### src/rtl/core/mhb_pkg.sv
// mhb_pkg: shared constants, sequencer states and unit request/response types
// for the murmur64 string hash bucket block
// no dependencies
package mhb_pkg;

	localparam logic [63:0] MUR_M      = 64'hc6a4_a793_5bd1_e995;
	localparam int unsigned MUR_R      = 47;
	localparam logic [63:0] SEED_RESET = 64'h0000_00de_cafc_affe;
	localparam logic [62:0] BUCKET_RESET = 63'd1;

	typedef enum logic [0:0] {
		CFG_HASH_SEED,
		CFG_BUCKET_COUNT
	} mhb_cfg_idx_t;

	typedef enum logic [3:0] {
		ST_IDLE,
		ST_SEED,
		ST_MIX,
		ST_K1,
		ST_K2,
		ST_HM,
		ST_FX,
		ST_FM,
		ST_DIV,
		ST_OUT
	} mhb_state_t;

	typedef struct packed {
		logic        start;
		logic [63:0] operand;
	} mhb_mul_req_t;

	typedef struct packed {
		logic        done;
		logic [63:0] product;
	} mhb_mul_rsp_t;

	typedef struct packed {
		logic        start;
		logic [63:0] dividend;
		logic [62:0] divisor;
	} mhb_div_req_t;

	typedef struct packed {
		logic        done;
		logic [62:0] remainder;
	} mhb_div_rsp_t;

	// xor-shift step of the murmur finaliser
	function automatic logic [63:0] xorshift(input logic [63:0] v);
		xorshift = v ^ (v >> MUR_R);
	endfunction

endpackage

### src/rtl/core/mhb_chunk_if.sv
// mhb_chunk_if: input channel carrying one string chunk per beat
// valid/ready handshake; no dependencies
interface mhb_chunk_if;
	logic        valid;
	logic        ready;
	logic [63:0] chunk_bytes;
	logic [3:0]  valid_bytes;
	logic [31:0] string_length;
	logic        first_chunk;
	logic        last_chunk;

	modport source (
		output valid, chunk_bytes, valid_bytes, string_length, first_chunk, last_chunk,
		input  ready
	);
	modport sink (
		input  valid, chunk_bytes, valid_bytes, string_length, first_chunk, last_chunk,
		output ready
	);
endinterface

### src/rtl/core/mhb_result_if.sv
// mhb_result_if: output channel carrying one hash and bucket index per beat
// valid/ready handshake; no dependencies
interface mhb_result_if;
	logic        valid;
	logic        ready;
	logic [63:0] hash_value;
	logic [62:0] bucket_index;

	modport source (
		output valid, hash_value, bucket_index,
		input  ready
	);
	modport sink (
		input  valid, hash_value, bucket_index,
		output ready
	);
endinterface

### src/rtl/core/mhb_mul.sv
// mhb_mul: shared 64-bit multiply by the murmur constant, low 64 bits kept
// built from three 32x32 partial products on one multiplier; uses mhb_pkg
module mhb_mul (
	input  logic                 clk,
	input  logic                 arst_n,
	input  mhb_pkg::mhb_mul_req_t req,
	output mhb_pkg::mhb_mul_rsp_t rsp
);
	import mhb_pkg::*;

	localparam logic [31:0] M_LO = MUR_M[31:0];
	localparam logic [31:0] M_HI = MUR_M[63:32];

	logic        busy_q;
	logic [1:0]  cnt_q;
	logic        done_q;
	logic [63:0] a_q;
	logic [63:0] prod_q;
	logic [63:0] acc_q;
	logic [31:0] op_a;
	logic [31:0] op_m;
	logic [63:0] prod_c;

	// step 0: lo*lo, step 1: a_lo*m_hi, step 2: a_hi*m_lo; hi*hi falls off the top
	assign op_a   = (cnt_q == 2'd2) ? a_q[63:32] : a_q[31:0];
	assign op_m   = (cnt_q == 2'd1) ? M_HI : M_LO;
	assign prod_c = op_a * op_m;

	always_ff @(posedge clk or negedge arst_n) begin
		if (!arst_n) begin
			busy_q <= 1'b0;
			cnt_q  <= '0;
			done_q <= 1'b0;
		end else begin
			done_q <= busy_q && (cnt_q == 2'd3);
			if (req.start && !busy_q) begin
				busy_q <= 1'b1;
				cnt_q  <= '0;
			end else if (busy_q) begin
				cnt_q <= cnt_q + 2'd1;
				if (cnt_q == 2'd3)
					busy_q <= 1'b0;
			end
		end
	end

	always_ff @(posedge clk) begin
		if (req.start && !busy_q)
			a_q <= req.operand;
		if (busy_q) begin
			prod_q <= prod_c;
			case (cnt_q) inside
				2'd1:       acc_q <= prod_q;
				2'd2, 2'd3: acc_q <= acc_q + {prod_q[31:0], 32'b0};
				default: ;
			endcase
		end
	end

	assign rsp.done    = done_q;
	assign rsp.product = acc_q;

endmodule

### src/rtl/core/mhb_div.sv
// mhb_div: restoring remainder unit, one quotient bit per cycle
// 64-bit dividend, 63-bit divisor; uses mhb_pkg
module mhb_div (
	input  logic                 clk,
	input  logic                 arst_n,
	input  mhb_pkg::mhb_div_req_t req,
	output mhb_pkg::mhb_div_rsp_t rsp
);
	import mhb_pkg::*;

	logic        busy_q;
	logic        done_q;
	logic [5:0]  cnt_q;
	logic [63:0] dvd_q;
	logic [62:0] dsr_q;
	logic [62:0] rem_q;
	logic [63:0] trial;
	logic [63:0] diff;
	logic        fits;

	// partial remainder stays below the divisor, so the shifted trial fits 64 bits
	assign trial = {rem_q, dvd_q[63]};
	assign diff  = trial - {1'b0, dsr_q};
	assign fits  = trial >= {1'b0, dsr_q};

	always_ff @(posedge clk or negedge arst_n) begin
		if (!arst_n) begin
			busy_q <= 1'b0;
			done_q <= 1'b0;
			cnt_q  <= '0;
		end else begin
			done_q <= busy_q && (cnt_q == '0);
			if (req.start && !busy_q) begin
				busy_q <= 1'b1;
				cnt_q  <= '1;
			end else if (busy_q) begin
				cnt_q <= cnt_q - 6'd1;
				if (cnt_q == '0)
					busy_q <= 1'b0;
			end
		end
	end

	always_ff @(posedge clk) begin
		if (req.start && !busy_q) begin
			dvd_q <= req.dividend;
			dsr_q <= req.divisor;
			rem_q <= '0;
		end else if (busy_q) begin
			dvd_q <= {dvd_q[62:0], 1'b0};
			rem_q <= fits ? diff[62:0] : trial[62:0];
		end
	end

	assign rsp.done      = done_q;
	assign rsp.remainder = rem_q;

endmodule

### src/rtl/core/murmur64_string_hash_bucket.sv
// murmur64_string_hash_bucket: MurmurHash64A over a chunked string, plus hash mod buckets
// sequencer around one shared multiplier (mhb_mul) and one remainder unit (mhb_div)
// uses mhb_pkg, mhb_chunk_if, mhb_result_if
//
// A string enters on the chunk channel as little-endian 64-bit beats. The first
// beat carries the total length, which seeds the hash with hash_seed. A beat of
// fewer than eight valid bytes always closes the string; so does last_chunk.
// Beats without first_chunk while no string is open are dropped. One result beat
// per string leaves on the result channel: the 64-bit hash and hash mod
// bucket_count (a count of zero acts as one).
// Chunk ready is high only while the sequencer is idle. Every multiply runs on the
// shared unit: a full 8-byte beat costs three multiplies, the opening beat one more
// for the seed, and closing a string adds one multiply, the remainder step and the
// output step.
// The result sits in an output register; while the receiver stalls a finished string
// waits there and the next string may be taken in and hashed until it too is ready to
// leave. hash_seed and bucket_count are written on the cfg port while idle; that is a
// rule for the user, which the block itself does not enforce. Reset clears the sequencer,
// closes any open string and restores hash_seed to 0xdecafcaffe and bucket_count to one.
module murmur64_string_hash_bucket (
	input  logic                 clk,
	input  logic                 arst_n,
	input  logic                 cfg_wr_en,
	input  mhb_pkg::mhb_cfg_idx_t cfg_index,
	input  logic [63:0]          cfg_wr_data,
	mhb_chunk_if.sink            chunk,
	mhb_result_if.source         result
);
	import mhb_pkg::*;

	mhb_state_t   state_q;
	mhb_state_t   state_d;
	mhb_mul_req_t mul_req;
	mhb_mul_rsp_t mul_rsp;
	mhb_div_req_t div_req;
	mhb_div_rsp_t div_rsp;

	logic [63:0] seed_q;
	logic [62:0] bucket_q;
	logic        open_q;
	logic        launched_q;
	logic        accept;

	logic [63:0] chunk_q;
	logic [3:0]  nv_q;
	logic [31:0] len_q;
	logic        final_q;
	logic [63:0] h_q;
	logic [63:0] k_q;
	logic [63:0] tail_mask;

	logic        res_valid_q;
	logic [63:0] res_hash_q;
	logic [62:0] res_bucket_q;
	logic        res_load;

	assign accept      = chunk.valid && chunk.ready;
	assign chunk.ready = (state_q == ST_IDLE);
	assign res_load    = (state_q == ST_OUT) && (!res_valid_q || result.ready);
	assign tail_mask   = ~({64{1'b1}} << {nv_q[2:0], 3'b000});

	mhb_mul u_mul (
		.clk    (clk),
		.arst_n (arst_n),
		.req    (mul_req),
		.rsp    (mul_rsp)
	);

	mhb_div u_div (
		.clk    (clk),
		.arst_n (arst_n),
		.req    (div_req),
		.rsp    (div_rsp)
	);

	always_ff @(posedge clk or negedge arst_n) begin
		if (!arst_n) begin
			seed_q   <= SEED_RESET;
			bucket_q <= BUCKET_RESET;
		end else if (cfg_wr_en) begin
			unique case (cfg_index)
				CFG_HASH_SEED:    seed_q   <= cfg_wr_data;
				CFG_BUCKET_COUNT: bucket_q <= cfg_wr_data[62:0];
				default: ;
			endcase
		end
	end

	always_ff @(posedge clk or negedge arst_n) begin
		if (!arst_n) begin
			state_q <= ST_IDLE;
		end else begin
			state_q <= state_d;
		end
	end

	always_comb begin
		state_d          = state_q;
		mul_req.start    = 1'b0;
		mul_req.operand  = h_q;
		div_req.start    = 1'b0;
		div_req.dividend = h_q;
		div_req.divisor  = (bucket_q == '0) ? 63'd1 : bucket_q;
		unique case (state_q)
			ST_IDLE: begin
				if (accept) begin
					if (chunk.first_chunk)
						state_d = ST_SEED;
					else if (open_q)
						state_d = ST_MIX;
				end
			end
			ST_SEED: begin
				mul_req.start   = !launched_q;
				mul_req.operand = {32'b0, len_q};
				if (mul_rsp.done)
					state_d = ST_MIX;
			end
			ST_MIX: begin
				if (nv_q[3])
					state_d = ST_K1;
				else if (nv_q != '0)
					state_d = ST_HM;
				else
					state_d = ST_FX;
			end
			ST_K1: begin
				mul_req.start   = !launched_q;
				mul_req.operand = chunk_q;
				if (mul_rsp.done)
					state_d = ST_K2;
			end
			ST_K2: begin
				mul_req.start   = !launched_q;
				mul_req.operand = k_q;
				if (mul_rsp.done)
					state_d = ST_HM;
			end
			ST_HM: begin
				mul_req.start = !launched_q;
				if (mul_rsp.done)
					state_d = final_q ? ST_FM : ST_IDLE;
			end
			ST_FX: begin
				state_d = ST_FM;
			end
			ST_FM: begin
				mul_req.start = !launched_q;
				if (mul_rsp.done)
					state_d = ST_DIV;
			end
			ST_DIV: begin
				div_req.start = !launched_q;
				if (div_rsp.done)
					state_d = ST_OUT;
			end
			ST_OUT: begin
				if (res_load)
					state_d = ST_IDLE;
			end
			default: state_d = ST_IDLE;
		endcase
	end

	// one unit job in flight per sequencer state
	always_ff @(posedge clk or negedge arst_n) begin
		if (!arst_n) begin
			launched_q <= 1'b0;
			open_q     <= 1'b0;
		end else begin
			if (mul_rsp.done || div_rsp.done)
				launched_q <= 1'b0;
			else if (mul_req.start || div_req.start)
				launched_q <= 1'b1;
			if (accept && chunk.first_chunk)
				open_q <= 1'b1;
			else if (res_load)
				open_q <= 1'b0;
		end
	end

	always_ff @(posedge clk) begin
		if (accept) begin
			chunk_q <= chunk.chunk_bytes;
			// counts above eight act as a full chunk
			nv_q    <= chunk.valid_bytes[3] ? 4'd8 : chunk.valid_bytes;
			len_q   <= chunk.string_length;
			final_q <= chunk.last_chunk || !chunk.valid_bytes[3];
		end
		unique case (state_q)
			ST_SEED: if (mul_rsp.done) h_q <= seed_q ^ mul_rsp.product;
			ST_MIX:  if (!nv_q[3]) h_q <= h_q ^ (chunk_q & tail_mask);
			ST_K1:   if (mul_rsp.done) k_q <= xorshift(mul_rsp.product);
			ST_K2:   if (mul_rsp.done) h_q <= h_q ^ mul_rsp.product;
			ST_HM: begin
				if (mul_rsp.done)
					h_q <= final_q ? xorshift(mul_rsp.product) : mul_rsp.product;
			end
			ST_FX:   h_q <= xorshift(h_q);
			ST_FM:   if (mul_rsp.done) h_q <= xorshift(mul_rsp.product);
			default: ;
		endcase
		if (res_load) begin
			res_hash_q   <= h_q;
			res_bucket_q <= div_rsp.remainder;
		end
	end

	always_ff @(posedge clk or negedge arst_n) begin
		if (!arst_n) begin
			res_valid_q <= 1'b0;
		end else if (res_load) begin
			res_valid_q <= 1'b1;
		end else if (result.ready) begin
			res_valid_q <= 1'b0;
		end
	end

	assign result.valid        = res_valid_q;
	assign result.hash_value   = res_hash_q;
	assign result.bucket_index = res_bucket_q;

	a_result_from_out: assert property (@(posedge clk) disable iff (!arst_n)
		$rose(result.valid) |-> $past(state_q == ST_OUT))
		else $error("result beat raised outside the output step");

	a_mul_done_owned: assert property (@(posedge clk) disable iff (!arst_n)
		mul_rsp.done |-> (state_q == ST_SEED || state_q == ST_K1 || state_q == ST_K2
			|| state_q == ST_HM || state_q == ST_FM))
		else $error("multiplier finished with no step waiting on it");

	a_div_done_owned: assert property (@(posedge clk) disable iff (!arst_n)
		div_rsp.done |-> (state_q == ST_DIV))
		else $error("remainder unit finished outside the remainder step");

	a_closed_after_result: assert property (@(posedge clk) disable iff (!arst_n)
		res_load |=> !open_q && (state_q == ST_IDLE))
		else $error("string still open after its result was loaded");

endmodule
### src/flat_wrapper.sv
// flat-port wrapper written by rule: the top's interface ports become plain ports
module murmur64_string_hash_bucket_flat import mhb_pkg::*;
  (clk, arst_n, cfg_wr_en, cfg_index, cfg_wr_data, chunk_valid, chunk_chunk_bytes, chunk_valid_bytes, chunk_string_length, chunk_first_chunk, chunk_last_chunk, chunk_ready, result_valid, result_hash_value, result_bucket_index, result_ready);
  mhb_chunk_if chunk_i ();
  mhb_result_if result_i ();
  input  logic clk;
  input  logic arst_n;
  input  logic cfg_wr_en;
  input  mhb_pkg::mhb_cfg_idx_t cfg_index;
  input  logic [63:0] cfg_wr_data;
  input wire logic [$bits(chunk_i.valid)-1:0] chunk_valid;
  input wire logic [$bits(chunk_i.chunk_bytes)-1:0] chunk_chunk_bytes;
  input wire logic [$bits(chunk_i.valid_bytes)-1:0] chunk_valid_bytes;
  input wire logic [$bits(chunk_i.string_length)-1:0] chunk_string_length;
  input wire logic [$bits(chunk_i.first_chunk)-1:0] chunk_first_chunk;
  input wire logic [$bits(chunk_i.last_chunk)-1:0] chunk_last_chunk;
  output wire logic [$bits(chunk_i.ready)-1:0] chunk_ready;
  output wire logic [$bits(result_i.valid)-1:0] result_valid;
  output wire logic [$bits(result_i.hash_value)-1:0] result_hash_value;
  output wire logic [$bits(result_i.bucket_index)-1:0] result_bucket_index;
  input wire logic [$bits(result_i.ready)-1:0] result_ready;
  assign chunk_i.valid = chunk_valid;
  assign chunk_i.chunk_bytes = chunk_chunk_bytes;
  assign chunk_i.valid_bytes = chunk_valid_bytes;
  assign chunk_i.string_length = chunk_string_length;
  assign chunk_i.first_chunk = chunk_first_chunk;
  assign chunk_i.last_chunk = chunk_last_chunk;
  assign chunk_ready = chunk_i.ready;
  assign result_valid = result_i.valid;
  assign result_hash_value = result_i.hash_value;
  assign result_bucket_index = result_i.bucket_index;
  assign result_i.ready = result_ready;
  murmur64_string_hash_bucket u_core (.clk(clk), .arst_n(arst_n), .cfg_wr_en(cfg_wr_en), .cfg_index(cfg_index), .cfg_wr_data(cfg_wr_data), .chunk(chunk_i), .result(result_i));
endmodule
### config.mk
export PLATFORM = sky130hd
export DESIGN_NAME = murmur64_string_hash_bucket_flat
export DESIGN_NICKNAME = d
export VERILOG_FILES = /design/src/rtl/core/mhb_pkg.sv /design/src/rtl/core/mhb_chunk_if.sv /design/src/rtl/core/mhb_result_if.sv /design/src/rtl/core/mhb_mul.sv /design/src/rtl/core/mhb_div.sv /design/src/rtl/core/murmur64_string_hash_bucket.sv /design/src/flat_wrapper.sv
export SDC_FILE = /design/constraint.sdc
export NUM_CORES = 2
export LEC_CHECK = 0
export ABC_AREA = 0
export BUFFER_PORTS_ARGS = -buffer_cell sky130_fd_sc_hd__clkbuf_2
export CAP_MARGIN = 20
export CORE_MARGIN = 5
export CORE_UTILIZATION = 57
export DETAILED_ROUTE_END_ITERATION = 6
export GPL_ROUTABILITY_DRIVEN = 0
export GPL_TIMING_DRIVEN = 0
export HOLD_SLACK_MARGIN = 0.08
export PLACE_DENSITY = 0.78
export SLEW_MARGIN = 0
export SYNTH_ARGS = -nofsm -noshare
export SYNTH_HDL_FRONTEND = slang
export SYNTH_SLANG_ARGS = --single-unit
### constraint.sdc
create_clock -name clk -period 9.7 [get_ports clk]
set_clock_uncertainty 0.05 [all_clocks]
set_input_delay 1.94 -clock clk [delete_from_list [all_inputs] [get_ports clk]]
set_output_delay 1.94 -clock clk [all_outputs]
set_load 0.02 [all_outputs]
==> reports/summary.md <==
* **number of hold-slack violations in the final timing report** 0
* **total of buffers placed on input and output ports** 300
* **x dimension of the die** 349 microns
* **Largest stage delay, worst path** 0.57 ns
* **hold crit path type** reg2reg
* **total number of H-tree levels** 3
* **Total Neg Setup Slack** 0 ns
* **Data arrival, critical path** 9.93 ns
* **Most used DFF post-synth** sky130_fd_sc_hd__edfxtp_1
* **number of enable-type register cells in the synthesized netlist** 675
* **number of vias in the routed layout** 49500
* **final routed DRC violation total** 66
* **layout net count** 7517
* **total clock sinks** 884
* **dominant combinational cell family by area after synthesis** adder cells
* **Max stage delay cell, worst path** sky130_fd_sc_hd__fa_1
* **transition time at the pin with the least slew margin** 1.25 ns
* **number of global-route vias before repair** 49200
* **die footprint** 122000 sq um
* **multiplexer fraction of the synthesized cell area** 4.65%
* **Period Utilization, post-route** 98.7%
* **shortest period the worst path allows** 9.58 ns
* **Post-synth top cells** 954 x sky130_fd_sc_hd__inv_1, 675 x sky130_fd_sc_hd__edfxtp_1, 625 x sky130_fd_sc_hd__fa_1
* **post-synthesis adder-cell area fraction** 28.6%
* **largest net degree at the start of global routing** 110
* **sequential element share of the synthesized area** 38.6%
* **share of the synthesized area in the top cell type** 31.0%
* **row count** 124
* **overall fraction of global-route tracks in use** 34.5%
* **initial standard-cell utilization of the core** 57.2%
* **largest fanout on the critical path** 11
* **core region area** 114000 sq um
* **overflow left after global routing** 0
* **TritonRoute pass-1 iters** 7
* **Post-synth ARST share** 16.5%
* **mean number of vias per cell** 6.33
* **post-synthesis share of cell area spent on and, or, nand and nor gates** 6.30%
* **TritonCTS clock tree** built
* **Area Overhead vs Synth** 11.8%
* **clock-pin transition on the worst setup and hold timing paths** 0.06 ns
* **cell repeated most along the worst path** sky130_fd_sc_hd__fa_1
* **number of max-slew violations in the final report** 0
* **type of the worst setup path** reg2reg
* **setup repair after global routing missed its margin** yes
* **xor-xnor portion of the synthesized cell area** 3.32%
* **antenna viol nets, final** 0
* **most frequently used cell type in the post-synthesis netlist** sky130_fd_sc_hd__inv_1
* **Root Driver** sky130_fd_sc_hd__clkbuf_16
* **Worst Hold Margin** 0.420 ns
* **worst slew slack as a fraction of its limit** 16.0%
* **type of element launching the critical path** register
* **count of state elements after synthesis** 884
* **number of buffers added to fix hold violations after cts** 0
* **outcome** finished, violations left
* **sum of net half-perimeters after detailed placement** 169 mm
* **fraction of the mapped netlist area in compound gates** 11.3%
* **number of failing setup endpoints in the final timing report** 0
* **post-synthesis cell area** 65400 sq um
* **DR iter-0 viols** 6917
* **Max Cap Viol** 0
* **Crit path required time** 10.06 ns
* **cell types with the largest area share after synthesis** sky130_fd_sc_hd__edfxtp_1 31%, sky130_fd_sc_hd__fa_1 19%, sky130_fd_sc_hd__ha_1 9.5%
* **die height** 349 microns
* **latest clock arrival within the worst-skew pair** 0.68 ns
* **count of mapped cells out of synthesis** 5772
* **largest area contributor in the netlist** sky130_fd_sc_hd__edfxtp_1
* **CTS buffer count** 83
* **failing checks** DRC
* **category of the worst setup path capture point** register
* **initial antenna violation count** 15
* **routed wire length** 214 mm
* **Max Clk Rate** 104 MHz
* **total I/O pin count** 301
* **Max Root-Sink Buffers** 3
* **synthesized area divided by synthesized cell count** 11.3 sq um
* **ratio of cells with drive above 1 in the final layout** 14.5%
* **Cell variety after synth** 77
* **warnings from Yosys** 0
* **Layout fillers** 8383
* **first-pass GRT wire length** 311 mm
* **detail-routed net length per standard cell** 27.3 microns
-- sequential cells by signal, summed over array words and instances (netlist names), 2 cells and up --
register                    count
u_core.chunk_q                 64
u_core.h_q                     64
u_core.k_q                     64
u_core.result.hash_value       64
u_core.seed_q                  64
u_core.u_div.dvd_q             64
u_core.u_mul.a_q               64
u_core.u_mul.acc_q             64
u_core.u_mul.prod_q            64
u_core.bucket_q                63
u_core.result.bucket_index     63
u_core.u_div.dsr_q             63
u_core.u_div.rem_q             63
u_core.len_q                   32
u_core.u_div.cnt_q              6
u_core.nv_q                     4
u_core.state_q                  4
u_core.u_mul.cnt_q              2
-- critical path: cells and delay by family (launching register included) --
kind	cells	cell delay, ns
simple gates	5	1.32
mux	1	0.49
buf+inv	8	1.09
xor+xnor	1	0.16
compound gates	5	1.38
flops	1	0.46
fa+ha+maj	10	4.34
-- cells in the final DEF (no fill, tap or decap), drive strengths merged, types with 16 or more instances in the layout --
| master | synthesis | final |
|---|---|---|
| o21a | 29 | 29 |
| nor3 | 46 | 46 |
| o221ai | 30 | 30 |
| nand2 | 319 | 319 |
| nor4 | 18 | 18 |
| mux2i | 64 | 64 |
| mux2 | 213 | 213 |
| a222oi | 71 | 71 |
| dfstp | 30 | 30 |
| o211ai | 44 | 44 |
| and3 | 25 | 25 |
| o21bai | 36 | 36 |
| o22ai | 35 | 35 |
| or2 | 16 | 16 |
| nand2b | 29 | 29 |
| and2 | 54 | 54 |
| nand3 | 55 | 55 |
| a21o | 118 | 118 |
| a21oi | 295 | 295 |
| nand4 | 37 | 37 |
| nor2b | 24 | 24 |
| xor2 | 121 | 121 |
| clkinvlp | 0 | 22 |
| fa | 625 | 625 |
| clkbuf | 253 | 651 |
| buf | 34 | 105 |
| o21ai | 264 | 264 |
| dfxtp | 63 | 63 |
| edfxtp | 675 | 675 |
| a22oi | 57 | 57 |
| dfrtp | 116 | 116 |
| clkinv | 3 | 33 |
| a31oi | 32 | 32 |
| a211oi | 16 | 16 |
| nor3b | 30 | 30 |
| nor2 | 193 | 193 |
| ha | 495 | 495 |
| inv | 954 | 948 |
| xnor2 | 127 | 127 |
-- layer usage --
metal	vias to the layer above	share of wire, %	global-route usage [%]
li1	20700	-	-
met1	23700	32	41.2
met2	3981	45	53.7
met3	1121	13	8.78
met4	10	10	26.7
met5	-	0.035	0
-- stage by stage --
| step | cells | worst slack (ns) | area (sq um) | util (%) |
|---|---|---|---|---|
| 4_1_cts | 7782 | 0.00713 | 72500 | 63.5 |
| 2_1_floorplan | 5774 | 0.300 | 65400 | - |
| 3_3_place_gp | 7586 | -2.96 | 68800 | 60.2 |
| 3_5_place_dp | 7610 | -2.53 | 69300 | 60.6 |
| 6_report | 7823 | 0.123 | 73000 | 64.0 |
| 5_1_grt | 7810 | -0.0586 | 73000 | 63.9 |
-- cells by family after synthesis --
family	count (synthesis)
AO/OA/AOI/OAI	1127
XOR/XNOR	248
adder cells (fa/ha/maj)	1120
buffers and inverters	1244
flip-flops	884
multiplexers	277
other	2
AND/OR/NAND/NOR	870
-- worst paths after layout --
kind                                                   startpoint                                end  slack (ns)  cells past startpoint
worst max-delay path            u_core.u_mul.cnt_q[0]$_DFFE_PN0P_  u_core.u_mul.prod_q[40]$_DFFE_PP_        0.12                     30
max in group asynchronous                                  arst_n      u_core.seed_q[28]$_DFFE_PN0P_        7.54                      2
worst max register to register  u_core.u_mul.cnt_q[0]$_DFFE_PN0P_  u_core.u_mul.prod_q[40]$_DFFE_PP_        0.12                     30
worst min-delay path             u_core.u_mul.acc_q[63]$_DFFE_PP_           u_core.k_q[63]$_DFFE_PP_        0.42                      0
worst min register to register   u_core.u_mul.acc_q[63]$_DFFE_PP_           u_core.k_q[63]$_DFFE_PP_        0.42                      0
min in group asynchronous                                  arst_n      u_core.seed_q[47]$_DFFE_PN0P_        1.13                      1
-- timing repair --
action | 4_1_cts | 5_1_grt
pin swaps | 3 | 7
setup endpoints to repair | 45 | 22
gates cloned | 0 | 0
setup buffers | 18 | 27
gates resized for setup | 105 | 87
-- final cells by class --
class | instances | area [sq um] | area share, %
Clock buffer | 104 | 2250 | 3.08
Clock inverter | 52 | 541 | 0.740
Sequential cell | 884 | 25200 | 34.5
Tap cell | 1512 | 1890 | 2.59
Buffer | 283 | 1220 | 1.67
Antenna cell | 15 | 37.5 | 0.0514
Timing Repair Buffer | 370 | 2320 | 3.18
Inverter | 957 | 3650 | 5.00
Multi-Input combinational cell | 3646 | 35900 | 49.1
Power is left out: the tool's default activity adds up to more than one toggle a clock period on the data nets, which glitch-free logic cannot reach.
